### src/rtl/lkvc_pkg.sv
// lkvc_pkg: shared constants for the lru key-value cache
// default sizes, fixed port widths and the capacity reset value
// no dependencies
package lkvc_pkg;

    localparam int DEF_ENTRIES    = 16;
    localparam int DEF_KEY_BITS   = 16;
    localparam int DEF_VALUE_BITS = 32;

    // capacity register word and read value port are fixed in width
    localparam int CAP_BITS  = 5;
    localparam int READ_BITS = 32;
    localparam int CAP_RESET = 16;

endpackage

### src/rtl/lkvc_entry_mem.sv
// lkvc_entry_mem: single-port-write, single-port-read entry memory
// read data registered, updated only when re is set
// no dependencies
module lkvc_entry_mem #(
    parameter int DEPTH  = 16,
    parameter int WIDTH  = 52,
    parameter int ADDR_W = 4
) (
    input  logic              clk,
    input  logic              we,
    input  logic [ADDR_W-1:0] waddr,
    input  logic [WIDTH-1:0]  wdata,
    input  logic              re,
    input  logic [ADDR_W-1:0] raddr,
    output logic [WIDTH-1:0]  rdata
);

    logic [WIDTH-1:0] mem [DEPTH];

    always_ff @(posedge clk)
    begin
        if (we)
        begin
            mem[waddr] <= wdata;
        end
        if (re)
        begin
            rdata <= mem[raddr];
        end
    end

endmodule

### src/rtl/lru_key_value_cache.sv
// lru_key_value_cache: fully associative key-value store with lru replacement
// depends on lkvc_pkg and lkvc_entry_mem
//
//   channel   signals                               handshake
//   --------  ------------------------------------  -----------------------------
//   command   kind, lookup_key, write_value         taken when start && !busy
//   result    found, read_value                     valid for one cycle on done
//   config    capacity                              written when capacity_we
//
// an item runs from start to done as two passes over the n entries held: one read
// pass over the entry memory finds the key and the oldest entry, a second
// read-modify-write pass ages the ranks and stores a put (a get miss writes nothing),
// one word per cycle, and each pass ends by draining its last read.
// reset empties the store and sets capacity to 16 (ENTRIES if smaller); no clearing pass is needed.
// the receiver cannot stall: done marks the word for exactly one cycle.
module lru_key_value_cache #(
    parameter int ENTRIES    = lkvc_pkg::DEF_ENTRIES,
    parameter int KEY_BITS   = lkvc_pkg::DEF_KEY_BITS,
    parameter int VALUE_BITS = lkvc_pkg::DEF_VALUE_BITS
) (
    input  logic                           clk,
    input  logic                           rst_n,
    input  logic                           start,
    output logic                           busy,
    input  logic                           kind,
    input  logic [KEY_BITS-1:0]            lookup_key,
    input  logic [VALUE_BITS-1:0]          write_value,
    output logic                           done,
    output logic                           found,
    output logic [lkvc_pkg::READ_BITS-1:0] read_value,
    input  logic                           capacity_we,
    input  logic [lkvc_pkg::CAP_BITS-1:0]  capacity
);

    import lkvc_pkg::*;

    localparam int IDX_W   = (ENTRIES > 1) ? $clog2(ENTRIES) : 1;
    localparam int CNT_W   = $clog2(ENTRIES + 1);
    localparam int VAL_LSB = IDX_W;
    localparam int KEY_LSB = IDX_W + VALUE_BITS;
    localparam int WORD_W  = KEY_BITS + VALUE_BITS + IDX_W;
    localparam int CAP_INIT = (CAP_RESET > ENTRIES) ? ENTRIES : CAP_RESET;

    localparam logic [1:0] ST_IDLE = 2'd0;
    localparam logic [1:0] ST_SCAN = 2'd1;
    localparam logic [1:0] ST_UPD  = 2'd2;

    // control state
    logic [1:0]       state_reg, state_next;
    logic [CNT_W-1:0] idx_reg, idx_next;
    logic             pend_reg, pend_next;
    logic [CNT_W-1:0] occ_reg, occ_next;
    logic [CNT_W-1:0] cap_reg, cap_next;
    logic             done_reg, done_next;

    // item and scan results
    logic [IDX_W-1:0]      pidx_reg, pidx_next;
    logic                  kind_reg, kind_next;
    logic [KEY_BITS-1:0]   key_reg, key_next;
    logic [VALUE_BITS-1:0] wval_reg, wval_next;
    logic                  hit_reg, hit_next;
    logic [IDX_W-1:0]      hslot_reg, hslot_next;
    logic [IDX_W-1:0]      hrank_reg, hrank_next;
    logic [VALUE_BITS-1:0] hval_reg, hval_next;
    logic [IDX_W-1:0]      vict_reg, vict_next;
    logic [IDX_W-1:0]      vrank_reg, vrank_next;
    logic                  vseen_reg, vseen_next;
    logic                  found_reg, found_next;
    logic [READ_BITS-1:0]  rval_reg, rval_next;

    // memory port
    logic              mem_we, mem_re;
    logic [IDX_W-1:0]  mem_wa, mem_ra;
    logic [WORD_W-1:0] mem_wd, mem_rd;

    logic [KEY_BITS-1:0]   e_key, w_key;
    logic [VALUE_BITS-1:0] e_val, w_val;
    logic [IDX_W-1:0]      e_rank, w_rank;

    logic                  issue, ins, evict;
    logic [CNT_W-1:0]      cap_sat;
    logic [READ_BITS+VALUE_BITS-1:0] hval_wide;

    lkvc_entry_mem #(
        .DEPTH  (ENTRIES),
        .WIDTH  (WORD_W),
        .ADDR_W (IDX_W)
    ) u_mem (
        .clk   (clk),
        .we    (mem_we),
        .waddr (mem_wa),
        .wdata (mem_wd),
        .re    (mem_re),
        .raddr (mem_ra),
        .rdata (mem_rd)
    );

    assign e_key  = mem_rd[KEY_LSB +: KEY_BITS];
    assign e_val  = mem_rd[VAL_LSB +: VALUE_BITS];
    assign e_rank = mem_rd[IDX_W-1:0];
    assign mem_wd = {w_key, w_val, w_rank};

    assign issue = (idx_reg < occ_reg);
    assign ins   = kind_reg && !hit_reg;
    assign evict = ins && (occ_reg >= cap_reg);
    assign hval_wide = {{READ_BITS{1'b0}}, hval_reg};

    // zero saturates to one, anything above the depth to the depth
    always_comb
    begin
        if (capacity == '0)
        begin
            cap_sat = CNT_W'(1);
        end
        else if (int'(capacity) > ENTRIES)
        begin
            cap_sat = CNT_W'(ENTRIES);
        end
        else
        begin
            cap_sat = CNT_W'(capacity);
        end
    end

    always_comb
    begin
        state_next = state_reg;
        idx_next   = idx_reg;
        pend_next  = pend_reg;
        occ_next   = occ_reg;
        cap_next   = cap_reg;
        done_next  = 1'b0;
        pidx_next  = pidx_reg;
        kind_next  = kind_reg;
        key_next   = key_reg;
        wval_next  = wval_reg;
        hit_next   = hit_reg;
        hslot_next = hslot_reg;
        hrank_next = hrank_reg;
        hval_next  = hval_reg;
        vict_next  = vict_reg;
        vrank_next = vrank_reg;
        vseen_next = vseen_reg;
        found_next = found_reg;
        rval_next  = rval_reg;
        mem_re     = 1'b0;
        mem_ra     = idx_reg[IDX_W-1:0];
        mem_we     = 1'b0;
        mem_wa     = pidx_reg;
        w_key      = e_key;
        w_val      = e_val;
        w_rank     = e_rank;

        case (state_reg)
            ST_IDLE:
            begin
                if (start)
                begin
                    kind_next  = kind;
                    key_next   = lookup_key;
                    wval_next  = write_value;
                    hit_next   = 1'b0;
                    vseen_next = 1'b0;
                    idx_next   = '0;
                    pend_next  = 1'b0;
                    state_next = ST_SCAN;
                end
            end

            ST_SCAN:
            begin
                if (issue)
                begin
                    mem_re    = 1'b1;
                    pend_next = 1'b1;
                    pidx_next = idx_reg[IDX_W-1:0];
                    idx_next  = idx_reg + CNT_W'(1);
                end
                else
                begin
                    pend_next = 1'b0;
                end
                if (pend_reg)
                begin
                    if (e_key == key_reg)
                    begin
                        hit_next   = 1'b1;
                        hslot_next = pidx_reg;
                        hrank_next = e_rank;
                        hval_next  = e_val;
                    end
                    if (!vseen_reg || (e_rank > vrank_reg))
                    begin
                        vseen_next = 1'b1;
                        vict_next  = pidx_reg;
                        vrank_next = e_rank;
                    end
                end
                if (!issue && !pend_reg)
                begin
                    idx_next   = '0;
                    state_next = ST_UPD;
                end
            end

            ST_UPD:
            begin
                if (issue)
                begin
                    mem_re    = 1'b1;
                    pend_next = 1'b1;
                    pidx_next = idx_reg[IDX_W-1:0];
                    idx_next  = idx_reg + CNT_W'(1);
                end
                else
                begin
                    pend_next = 1'b0;
                end
                // write back the word read last cycle; the read runs one address ahead
                if (pend_reg)
                begin
                    if (hit_reg)
                    begin
                        mem_we = 1'b1;
                        if (pidx_reg == hslot_reg)
                        begin
                            w_rank = '0;
                            if (kind_reg)
                            begin
                                w_val = wval_reg;
                            end
                        end
                        else if (e_rank < hrank_reg)
                        begin
                            w_rank = e_rank + IDX_W'(1);
                        end
                    end
                    else if (ins)
                    begin
                        mem_we = 1'b1;
                        if (evict && (pidx_reg == vict_reg))
                        begin
                            w_key  = key_reg;
                            w_val  = wval_reg;
                            w_rank = '0;
                        end
                        else
                        begin
                            w_rank = e_rank + IDX_W'(1);
                        end
                    end
                end
                if (!issue && !pend_reg)
                begin
                    // not full: the new word goes to the first free slot
                    if (ins && !evict)
                    begin
                        mem_we   = 1'b1;
                        mem_wa   = occ_reg[IDX_W-1:0];
                        w_key    = key_reg;
                        w_val    = wval_reg;
                        w_rank   = '0;
                        occ_next = occ_reg + CNT_W'(1);
                    end
                    done_next  = 1'b1;
                    found_next = hit_reg;
                    rval_next  = (!kind_reg && hit_reg) ? hval_wide[READ_BITS-1:0] : '0;
                    state_next = ST_IDLE;
                end
            end

            default:
            begin
                state_next = ST_IDLE;
            end
        endcase

        // a capacity write empties the store at any edge
        if (capacity_we)
        begin
            cap_next = cap_sat;
            occ_next = '0;
        end
    end

    always_ff @(posedge clk or negedge rst_n)
    begin
        if (!rst_n)
        begin
            state_reg <= ST_IDLE;
            idx_reg   <= '0;
            pend_reg  <= 1'b0;
            occ_reg   <= '0;
            cap_reg   <= CNT_W'(CAP_INIT);
            done_reg  <= 1'b0;
        end
        else
        begin
            state_reg <= state_next;
            idx_reg   <= idx_next;
            pend_reg  <= pend_next;
            occ_reg   <= occ_next;
            cap_reg   <= cap_next;
            done_reg  <= done_next;
        end
    end

    always_ff @(posedge clk)
    begin
        pidx_reg  <= pidx_next;
        kind_reg  <= kind_next;
        key_reg   <= key_next;
        wval_reg  <= wval_next;
        hit_reg   <= hit_next;
        hslot_reg <= hslot_next;
        hrank_reg <= hrank_next;
        hval_reg  <= hval_next;
        vict_reg  <= vict_next;
        vrank_reg <= vrank_next;
        vseen_reg <= vseen_next;
        found_reg <= found_next;
        rval_reg  <= rval_next;
    end

    assign busy       = (state_reg != ST_IDLE);
    assign done       = done_reg;
    assign found      = found_reg;
    assign read_value = rval_reg;

endmodule

### config.mk
export PLATFORM = sky130hd
export DESIGN_NAME = lru_key_value_cache
export DESIGN_NICKNAME = d
export VERILOG_FILES = /design/src/rtl/lkvc_pkg.sv /design/src/rtl/lkvc_entry_mem.sv /design/src/rtl/lru_key_value_cache.sv
export SDC_FILE = /design/constraint.sdc
export NUM_CORES = 1
export LEC_CHECK = 0
export ABC_AREA = 1
export BUFFER_PORTS_ARGS = -buffer_cell sky130_fd_sc_hd__clkbuf_2
export CAP_MARGIN = 10
export CORE_ASPECT_RATIO = 1.1
export CORE_UTILIZATION = 30
export CTS_CLUSTER_DIAMETER = 50
export DETAILED_ROUTE_END_ITERATION = 8
export GPL_TIMING_DRIVEN = 0
export PLACE_DENSITY = 0.47
export SYNTH_ARGS = -nofsm -noshare
export SYNTH_HDL_FRONTEND = slang
export SYNTH_SLANG_ARGS = --single-unit
### constraint.sdc
create_clock -name clk -period 17.45 [get_ports clk]
set_clock_uncertainty 0.2 [all_clocks]
set_input_delay 3.49 -clock clk [delete_from_list [all_inputs] [get_ports clk]]
set_output_delay 3.49 -clock clk [all_outputs]
set_load 0.05 [all_outputs]
Word-level counts from Yosys, hierarchy flattened:

Memory sizes are Yosys's and may differ from the RTL's. A register that Yosys moved wholly into a read port is not among the register bits.
Cells that the tools add are included.

* register bits after elaboration: 155
* bits in writable memories: 832
* input port bits: 58
* output and inout port bits: 35
* logic and storage cells: 135
* memories: 1

* add/subtract/negate cells: 3
* order comparisons: 5
* equality and inequality tests: 11
* muxes and demuxes: 62
* reductions and logical operators: 34

Memory list
* u_mem.mem: words 16, width 52, rd ports 1, clocked after Yosys merged registers in 1, wr ports 1, RTL line lkvc_entry_mem.sv:18 `logic [WIDTH-1:0] mem [DEPTH];`

Operator list (count)
* $mux 32: 9
* $mux 16: 7
* $mux 4: 12
* $mux 5: 9
* $mux 1: 17
* $eq 16x16->1: 1
* $pmux 5 s3: 1
* $ne 2x2->1 const B: 6
* $reduce_and 3->1: 4
* $reduce_bool 2->1: 6
* $add 5x1->5 const B: 2
* $reduce_and 2->1: 5
* $eq 4x4->1: 2
* $reduce_and 4->1: 2
* $logic_and 1x1->1: 6
* $logic_not 1->1: 6
* $mux 2: 3
* $pmux 1 s2: 3
* $pmux 2 s3: 1
* $ge 5x5->1: 1
* $gt 5x5->1 const B: 1
* $logic_not 5->1: 1
* $lt 5x5->1: 1
* $add 4x1->4 const B: 1
* other kinds (8): 8

Longest topological paths before layout:

Gate-level depths: netlist of run 1.

* depth after elaboration: 11
* depth in mapped cells: 15
* mapped depth without buffers: 15

Modules after synthesis:

A second synthesis of run 1 with hierarchy kept.

* cell total of the unflattened synthesis: 4605
* area, all modules: 46145.5 um^2

By module, submodules not included
* lkvc_entry_mem: instances 1, cells an instance 3426, area an instance 37031.8 um^2
* lru_key_value_cache: instances 1, cells an instance 1179, area an instance 9113.7 um^2

Worst setup path before layout of run 1:

OpenSTA, ideal clock, no wires.

* kind: register to register
* from: register occ_reg[3]
* to: memory u_mem.mem[0][0] (enable)
* arrival time: 5.565 ns
* path slack: 11.223 ns
* cell stages (with the launch flop): 13
* cell sequence: dfrtp_1 -> inv_1 -> ha_1 -> nand2_1 -> nor2_1 -> nand2_1 -> nand3_2 -> nand2_2 -> nor2_1 -> nand2_2 -> nand2_1 -> nand3_1 -> nor2_1

* longest elaborated chain between the ends: 9
* elaborated cells on any way between the ends: 15
* classes of those cells: order compare: 2; mux: 8; reduce/logical: 5

RTL lines
* start: declaration: RTL line lru_key_value_cache.sv:52 `logic [CNT_W-1:0] occ_reg, occ_next;`
* start signal: assignment: RTL line lru_key_value_cache.sv:302 `occ_reg <= occ_next;`
* $ge 5x5->1: RTL line lru_key_value_cache.sv:105 `assign evict = ins && (occ_reg >= cap_reg);`
* $logic_and 1x1->1: RTL line lru_key_value_cache.sv:105
* $logic_not 1->1: RTL line lru_key_value_cache.sv:256 `if (ins && !evict)`
* $logic_and 1x1->1: RTL line lru_key_value_cache.sv:256
* $mux 1: RTL line lru_key_value_cache.sv:256
* $mux 1: RTL line lru_key_value_cache.sv:253 `if (!issue && !pend_reg)`
* $mux 1: RTL line lru_key_value_cache.sv:154 `case (state_reg)`
* $mux 1: RTL line lkvc_entry_mem.sv:22 `if (we)`
* $mux 1 (implied by the code): RTL line lkvc_entry_mem.sv:24 `mem[waddr] <= wdata;`
* end: declaration: RTL line lkvc_entry_mem.sv:18

Parallel ways exist; a longest one is shown, timed or not.

Final worst setup path of run 1:

* from: register state_reg[0]
* to: output busy

* longest elaborated chain between the ends: 1

RTL lines
* start: declaration: RTL line lru_key_value_cache.sv:49 `logic [1:0] state_reg, state_next;`
* start signal: assignment: RTL line lru_key_value_cache.sv:299 `state_reg <= state_next;`
* $reduce_bool 2->1: RTL line lru_key_value_cache.sv:325 `assign busy = (state_reg != ST_IDLE);`
* end: declaration: RTL line lru_key_value_cache.sv:24 `output logic busy,`

No other way between the ends.

==> parameters.txt, run 1 <==
Parameter                              Value

Outcome
  Status    finished, final reports clean

Worst setup path
  Critical Path, Cell by Cell    inv_1 > ha_1 > inv_1 > clkbuf_2
  Kind of end point of the critical path    output pin
  Max stage delay on crit path    0.37 ns
  Critical Setup Path Class    reg2out
  Launching element type of the critical path    flip-flop
  Worst Path Arrival    1.85 ns
  Largest fanout of any net on the critical path    5
  Largest delay contributor family on the critical path    buffers and inverters
  Worst Path Required    13.76 ns
  Cell repeated most along the worst path    sky130_fd_sc_hd__inv_1
  Slowest CP cell    sky130_fd_sc_hd__dfrtp_1
  Buffers and inverters on the worst path    3

Drt
  Drc violations    0
  Antenna violation net count after detailed routing    0
  Average vias per placed instance    4.95
  Wire length after detailed routing    130000 um
  Post-detailed-route wirelength per cell    23.4 um
  Detailed-route via count    27500
  Router iterations before antenna repair    6
  Detailed Route Iter0 Violations    2339

GRT
  Wire length of the first global-routing pass    188000 um
  Initial antenna violation count    3
  GRT Overall Usage    18.0%
  Residual overflow from global routing    0
  Largest net degree at the start of global routing    50
  Vias in the first global route    26900

STA
  Transition time at the pin with the least slew margin    1.29 ns
  Final period utilization    31.7%
  Number of max-slew violations in the final report    0
  Final setup fails    0
  Setup repair after global routing missed its margin    no
  Final setup slack of the worst path    11.91 ns
  Worst slew margin relative to its limit    13.0%
  Number of failing hold endpoints at the final stage    0
  Peak Freq    180 MHz
  Final Critical Period    5.54 ns
  Sum of negative setup slack    0 ns

Floorplan
  Std cell rows    144
  Floorplan die width    361 um
  Top Ports    93
  Vertical extent of the die    397 um
  Die footprint    143000 sq um
  Area of the core region    140000 sq um
  Initial cell density of the core    30.3%

Clocking
  Post-cts gate resize count    0
  Hold buffers post-CTS    0
  Number of H-tree branching levels    4
  Max clock buf depth    3
  CTS tree    yes
  Clock Sinks    1039
  Clock network latency to the later pin of the worst-skew pair    0.76 ns
  Cts bufs inserted    138
  Clock-pin slew of the registers on the worst-case setup and hold paths    0.04 ns
  Root Buffer Master    sky130_fd_sc_hd__clkbuf_16
  Post-CTS setup buffer count    0

Logic synthesis
  Gate Count Post-Synth    3348
  Synth Area in Adders    0.647%
  Predominant post-synthesis flop cell    sky130_fd_sc_hd__edfxtp_1
  Simple-gate share of the synthesized area    11.3%
  Main combinational cell family by area after synthesis    simple AND/OR/NAND/NOR gates
  Synthesized flop and latch total    1039
  Netlist area before placement    42500 sq um
  Number of warnings reported in the yosys synthesis log    0
  Asr flop ratio synth    1.83%
  Number of distinct library cell variants in the gate-level netlist after synthesis    39
  Average instance area after synthesis    12.7 sq um
  Xor-xnor portion of the synthesized cell area    0.515%
  Post-synthesis net count    3428
  Count of flip-flops with a built-in enable after synthesis    1020
  Share of cell area taken by muxes after synthesis    2.05%
  Sequential-to-total area share from yosys stat    73.1%
  Compound-cell area share of the yosys netlist    9.02%

Power and ir drop
  Total leakage power    17.0 nW
  Largest voltage drop on the vdd net    0.0000762 V
  Total power divided by cell area    136 nW/um^2

Min path
  Worst hold-check path type    reg2reg

Layout
  Final standard cell area without fillers    50700 sq um
  Core Util, Final    36.1%
  Final antenna diode count    0
  Flip-flop count of the largest register after layout    832
  Share of cells above drive strength 1    11.2%
  Number of nets in the layout    3703
  Largest regs    u_mem.mem (832), u_mem.rdata (52)
  Commonest non-fill, non-tap cells in the layout    sky130_fd_sc_hd__edfxtp_1, sky130_fd_sc_hd__nor2_1, sky130_fd_sc_hd__nand2_1
  Area added between synthesis and finish    19.2%
  Register with the most flip-flops    u_mem.mem
  Leading cell type in the layout, fill and taps excluded    sky130_fd_sc_hd__edfxtp_1

Place
  Post-Place Worst Slack    12.44 ns
  Dpl cell area    46200 sq um
  Port Buffers    91
  Gp weighted congestion    0.847
  Half-perimeter wire length after placement    90100 um

Job
  Max cap viols    0
## final timing paths
path	to	from	slack, ns	cells after the start
worst min register to register	cap_reg[4]	cap_reg[4]	0.29	2
min in group asynchronous	cap_reg[1]	rst_n	2.55	1
max in group asynchronous	done	rst_n	14.07	1
worst max register to register	u_mem.mem[7][48]	occ_reg[3]	12.79	14
worst min-delay path	cap_reg[4]	cap_reg[4]	0.29	2
worst max-delay path	busy	state_reg[0]	11.91	4
## layout make-up
cell class	instances	area (sq um)
flip-flops and latches	1039	31100
well taps	1825	2280
repair buffers	135	1300
fillers	13600	89700
clock inverters	81	752
multi-input cells	1957	10200
clock buffers	166	3670
inverters	147	554
plain buffers	205	856
## synth_stat cells, drive strengths merged, types with 2 or more instances
library cell	instances	area, sq um
nand4	5	31.3
o221ai	66	578
clkbuf	151	567
or2	3	18.8
o211ai	39	293
nor2	567	2130
o22ai	25	156
nor3	2	10.0
inv	146	548
o32ai	104	911
ha	22	275
nand2	463	1750
xor2	9	78.8
o21ai	295	1490
a21oi	74	370
a31oi	2	12.5
nand3	173	871
xnor2	16	140
buf	54	288
edfxtp	1020	30600
dfrtp	18	450
mux2i	86	861
## worst register-to-register path, stage by stage (launching register included)
cell and delay [ns]:
sky130_fd_sc_hd__dfrtp_1 0.49, sky130_fd_sc_hd__inv_1 0.10, sky130_fd_sc_hd__ha_1 0.28, sky130_fd_sc_hd__nand2_1 0.06
sky130_fd_sc_hd__nor2_1 0.10, sky130_fd_sc_hd__nand2_1 0.07, sky130_fd_sc_hd__nand3_2 0.26, sky130_fd_sc_hd__nand2_2 0.17
sky130_fd_sc_hd__nor2_4 0.43, sky130_fd_sc_hd__nand2_2 0.27, sky130_fd_sc_hd__nand2_1 0.19, sky130_fd_sc_hd__nand3_1 0.43
sky130_fd_sc_hd__nor2_4 0.84, sky130_fd_sc_hd__buf_16 0.24, sky130_fd_sc_hd__buf_12 0.22
## logic make-up after synthesis
group / Yosys count
and+or+nand+nor: 1214
DFF: 1039
AOI/OAI and AO/OA: 609
buffers and inverters: 352
muxes: 87
xor gates and xnor gates: 25
adders and majority gates: 22
## metal layers
layer	global-route usage, %	wire length (um)
met3	2.80	7130
met4	5.13	2530
met1	24.9	58400
met5	0	0
met2	29.3	61700
## power breakdown
part | switching [mW] | internal (mW) | leakage (nW) | total (mW)
clock | 1.10 | 1.64 | 2.16 | 2.74
sequential | 0.0531 | 3.06 | 9.47 | 3.12
combinational | 0.837 | 0.215 | 5.42 | 1.05
## stage by stage
stage / std cells / total power, mW / hold WS [ns]
after floorplan: 3348 / 3.76 / 0.256
after global placement: 5264 / 4.20 / 0.276
after detailed placement: 5304 / 4.22 / 0.291
after CTS: 5551 / 6.97 / 0.297
after global routing: 5555 / 7.16 / 0.320
final: 5555 / 6.91 / 0.294
(Power assumes the default switching activity.)
==> run 2: changes to the inputs <==
--- a/config.mk
+++ b/config.mk
@@ -13,7 +13,7 @@
 export CTS_CLUSTER_DIAMETER = 50
 export DETAILED_ROUTE_END_ITERATION = 8
 export GPL_TIMING_DRIVEN = 0
-export PLACE_DENSITY = 0.47
+export PLACE_DENSITY = 0.49
 export SYNTH_ARGS = -nofsm -noshare
 export SYNTH_HDL_FRONTEND = slang
 export SYNTH_SLANG_ARGS = --single-unit
==> constraint.sdc (replaced) <==
create_clock -name clk -period 4.8 [get_ports clk]
set_clock_uncertainty 0.2 [all_clocks]
set_input_delay 0.96 -clock clk [delete_from_list [all_inputs] [get_ports clk]]
set_output_delay 0.96 -clock clk [all_outputs]
set_load 0.05 [all_outputs]
==> run 2 against run 1 <==
Compared with the run above: routed wire length is 1.4% lower; largest cell class unchanged; register-to-register slack got worse by 12 ns; combinational power increased to 3.7 times the previous value; total power rose to 3.5 times the previous value; largest power group unchanged; clock-buffer cell count fell by 18; non-clock buffer count down 1.
==> parameters.txt, run 2 (synthesized netlist as in run 1, its figures left out) <==
Parameter                              Value

Outcome
  Status    finished, final reports clean

Layout
  Leading cell type in the layout, fill and taps excluded    sky130_fd_sc_hd__edfxtp_1
  Core Util, Final    35.8% (-0.31 points)
  Flip-flop count of the largest register after layout    832 (unchanged)
  Register with the most flip-flops    u_mem.mem
  Commonest non-fill, non-tap cells in the layout    sky130_fd_sc_hd__edfxtp_1, sky130_fd_sc_hd__nor2_1, sky130_fd_sc_hd__nand2_1
  Largest regs    u_mem.mem (832), u_mem.rdata (52)
  Number of nets in the layout    3685 (-0.49%)
  Area added between synthesis and finish    18.1%
  Share of cells above drive strength 1    10.6% (-0.63 points)

Worst setup path
  Cell repeated most along the worst path    sky130_fd_sc_hd__nand2_1
  Critical Setup Path Class    reg2reg
  Worst R2R Path Depth    13 (-1)
  Last element of the critical path    u_mem.mem[4][50]
  Worst Path Required    5.00 ns (-8.76 ns)
  Max stage delay on crit path    0.58 ns (+0.21 ns)
  Register-to-register setup slack    0.47 ns (-12.32 ns)
  Endpoint of the most critical register-to-register path    u_mem.mem[4][50]
  Worst Path Arrival    4.54 ns (+2.69 ns)
  Largest fanout of any net on the critical path    24 (+19)
  Beginning of the worst register-to-register path    idx_reg[2]
  Launching instance or port of the critical path    idx_reg[2]
  Kind of end point of the critical path    flip-flop
  Slowest CP cell    sky130_fd_sc_hd__nor2_4
  Critical Path, Cell by Cell    ha_1 > nand2_1 > nor2_1 > nand2_1 > nand3_2 > nand2_2 > nor2_4 > nand2_2 > nand2_1 > nand3_1 > nor2_4 > buf_12 > buf_12
  Launching element type of the critical path    flip-flop

Drt
  Antenna violation net count after detailed routing    0 (unchanged)
  Detailed Route Iter0 Violations    2402 (+2.7%)
  Router iterations before antenna repair    7 (+1)
  Post-detailed-route wirelength per cell    23.1 um (-1.0%)
  Drc violations    0 (unchanged)
  Average vias per placed instance    4.95 (about the same)
  Wire length after detailed routing    128000 um (-1.4%)
  Detailed-route via count    27400 (-0.34%)

Floorplan
  Vertical extent of the die    397 um (unchanged)
  Area of the core region    140000 sq um (unchanged)
  Top Ports    93 (unchanged)
  Std cell rows    144 (unchanged)
  Die footprint    143000 sq um (unchanged)
  Initial cell density of the core    30.3% (unchanged)
  Floorplan die width    361 um (unchanged)

Place
  Post-Place Worst Slack    0.461 ns (-11.98 ns)
  Half-perimeter wire length after placement    89100 um (-1.1%)
  Gp weighted congestion    0.861 (+1.7%)
  Port Buffers    91 (unchanged)

STA
  Number of failing hold endpoints at the final stage    0 (unchanged)
  Sum of negative setup slack    0 ns (unchanged)
  Final Critical Period    4.33 ns
  Setup repair after global routing missed its margin    no
  Final period utilization    90.3%
  Final setup fails    0 (unchanged)
  Transition time at the pin with the least slew margin    1.15 ns (-0.138 ns)
  Worst slew margin relative to its limit    22.6% (+9.6 points)
  Final setup slack of the worst path    0.465 ns (-11.44 ns)
  Number of max-slew violations in the final report    0 (unchanged)
  Peak Freq    231 MHz

Power and ir drop
  Combinational power share    15.8% (+0.6 points)
  Clock power share    37.8% (-1.8 points)
  Total power divided by cell area    486 nW/um^2 (+260%)
  Total leakage power    16.8 nW (-1.3%)
  Largest voltage drop on the vdd net    0.000317 V (+320%)
  Net switching component of the power    7.00 mW (+250%)
  Part of the power in registers    46.4% (+1.3 points)
  Int Power    17.4 mW (+250%)
  Switch share    28.6% (-0.091 points)

Clocking
  Hold buffers post-CTS    0 (unchanged)
  Clock network latency to the later pin of the worst-skew pair    0.73 ns (-0.03 ns)
  Number of H-tree branching levels    3 (-1)
  Max clock buf depth    3 (unchanged)
  Post-CTS setup buffer count    0 (unchanged)
  CTS tree    yes
  Root Buffer Master    sky130_fd_sc_hd__clkbuf_16
  Clock Sinks    1039 (unchanged)
  Cts bufs inserted    121 (-12%)
  Post-cts gate resize count    0 (unchanged)
  Clock-pin slew of the registers on the worst-case setup and hold paths    0.06 ns (+0.02 ns)

GRT
  Initial antenna violation count    4 (+1)
  Largest net degree at the start of global routing    32 (-36%)
  Wire length of the first global-routing pass    185000 um (-1.9%)
  Residual overflow from global routing    0 (unchanged)
  GRT Overall Usage    17.6% (-0.39 points)
  Vias in the first global route    26700 (-0.60%)

Min path
  Worst hold-check path type    in2async

Job
  Max cap viols    0 (unchanged)
## run 2: cell count changes in the layout (fill, tap and decap cells not counted), moves of 2 or more
cell,before,now
sky130_fd_sc_hd__clkinv_8,3,1
sky130_fd_sc_hd__clkinv_2,21,17
sky130_fd_sc_hd__buf_16,4,1
sky130_fd_sc_hd__inv_6,14,7
sky130_fd_sc_hd__buf_8,3,1
sky130_fd_sc_hd__buf_12,32,37
sky130_fd_sc_hd__clkinv_1,19,22
sky130_fd_sc_hd__clkbuf_16,143,124
sky130_fd_sc_hd__bufinv_16,9,14
## run 2: power by group through the flow
stage               combinational (mW)  clock (mW)  sequential [mW]
floorplan                         1.97           0             11.7
global placement                  3.69           0             11.6
detailed placement                3.83           0             11.5
CTS                               3.84        9.40             11.3
global route                      4.16        9.74             11.4
finish                            3.85        9.24             11.3
## run 2: area by class of cell
| cell class | instances | area [sq um] |
|---|---|---|
| inverters | 147 | 552 |
| fillers | 13500 | 90100 |
| clock buffers | 148 | 3200 |
| flip-flops and latches | 1039 | 31100 |
| clock inverters | 77 | 808 |
| diodes | 1 | 2.50 |
| repair buffers | 134 | 1270 |
| multi-input cells | 1957 | 10200 |
| well taps | 1825 | 2280 |
| plain buffers | 205 | 857 |
## run 2: per-stage QoR
step | instances | hold slack [ns] | power [mW] | area, sq um
2_1_floorplan | 3348 | 0.256 | 13.7 | 42600
3_3_place_gp | 5264 | 0.280 | 15.2 | 45300
3_5_place_dp | 5304 | 0.284 | 15.4 | 46200
4_1_cts | 5529 | 0.0660 | 24.6 | 50200
5_1_grt | 5532 | 0.0928 | 25.3 | 50200
6_report | 5533 | 0.0617 | 24.4 | 50300
## run 2: how the worst min path moves through the flow
stage / endpoint / cells past startpoint
6_report: idx_reg[2] / 1
5_1_grt: idx_reg[3] / 1
4_1_cts: idx_reg[2] / 1
3_5_place_dp: cap_reg[4] / 2
3_3_place_gp: cap_reg[4] / 2
2_1_floorplan: cap_reg[4] / 2
## run 2: worst max-delay path, delay by kind of cell (launching register included)
| family | cells | cell delay [ns] |
|---|---|---|
| DFF | 1 | 0.52 |
| buffers and inverters | 2 | 0.48 |
| adders and majority gates | 1 | 0.37 |
| and+or+nand+nor | 10 | 2.36 |
## run 2: layer usage
metal	share of wire [%]	up-vias	wire length [um]	GRT usage (%)
li1	-	12700	-	-
met1	45	13700	57700	24.2
met2	47	834	59900	28.7
met3	5.4	178	6970	2.86
met4	2.6	0	3390	5.13
met5	0	-	0	0
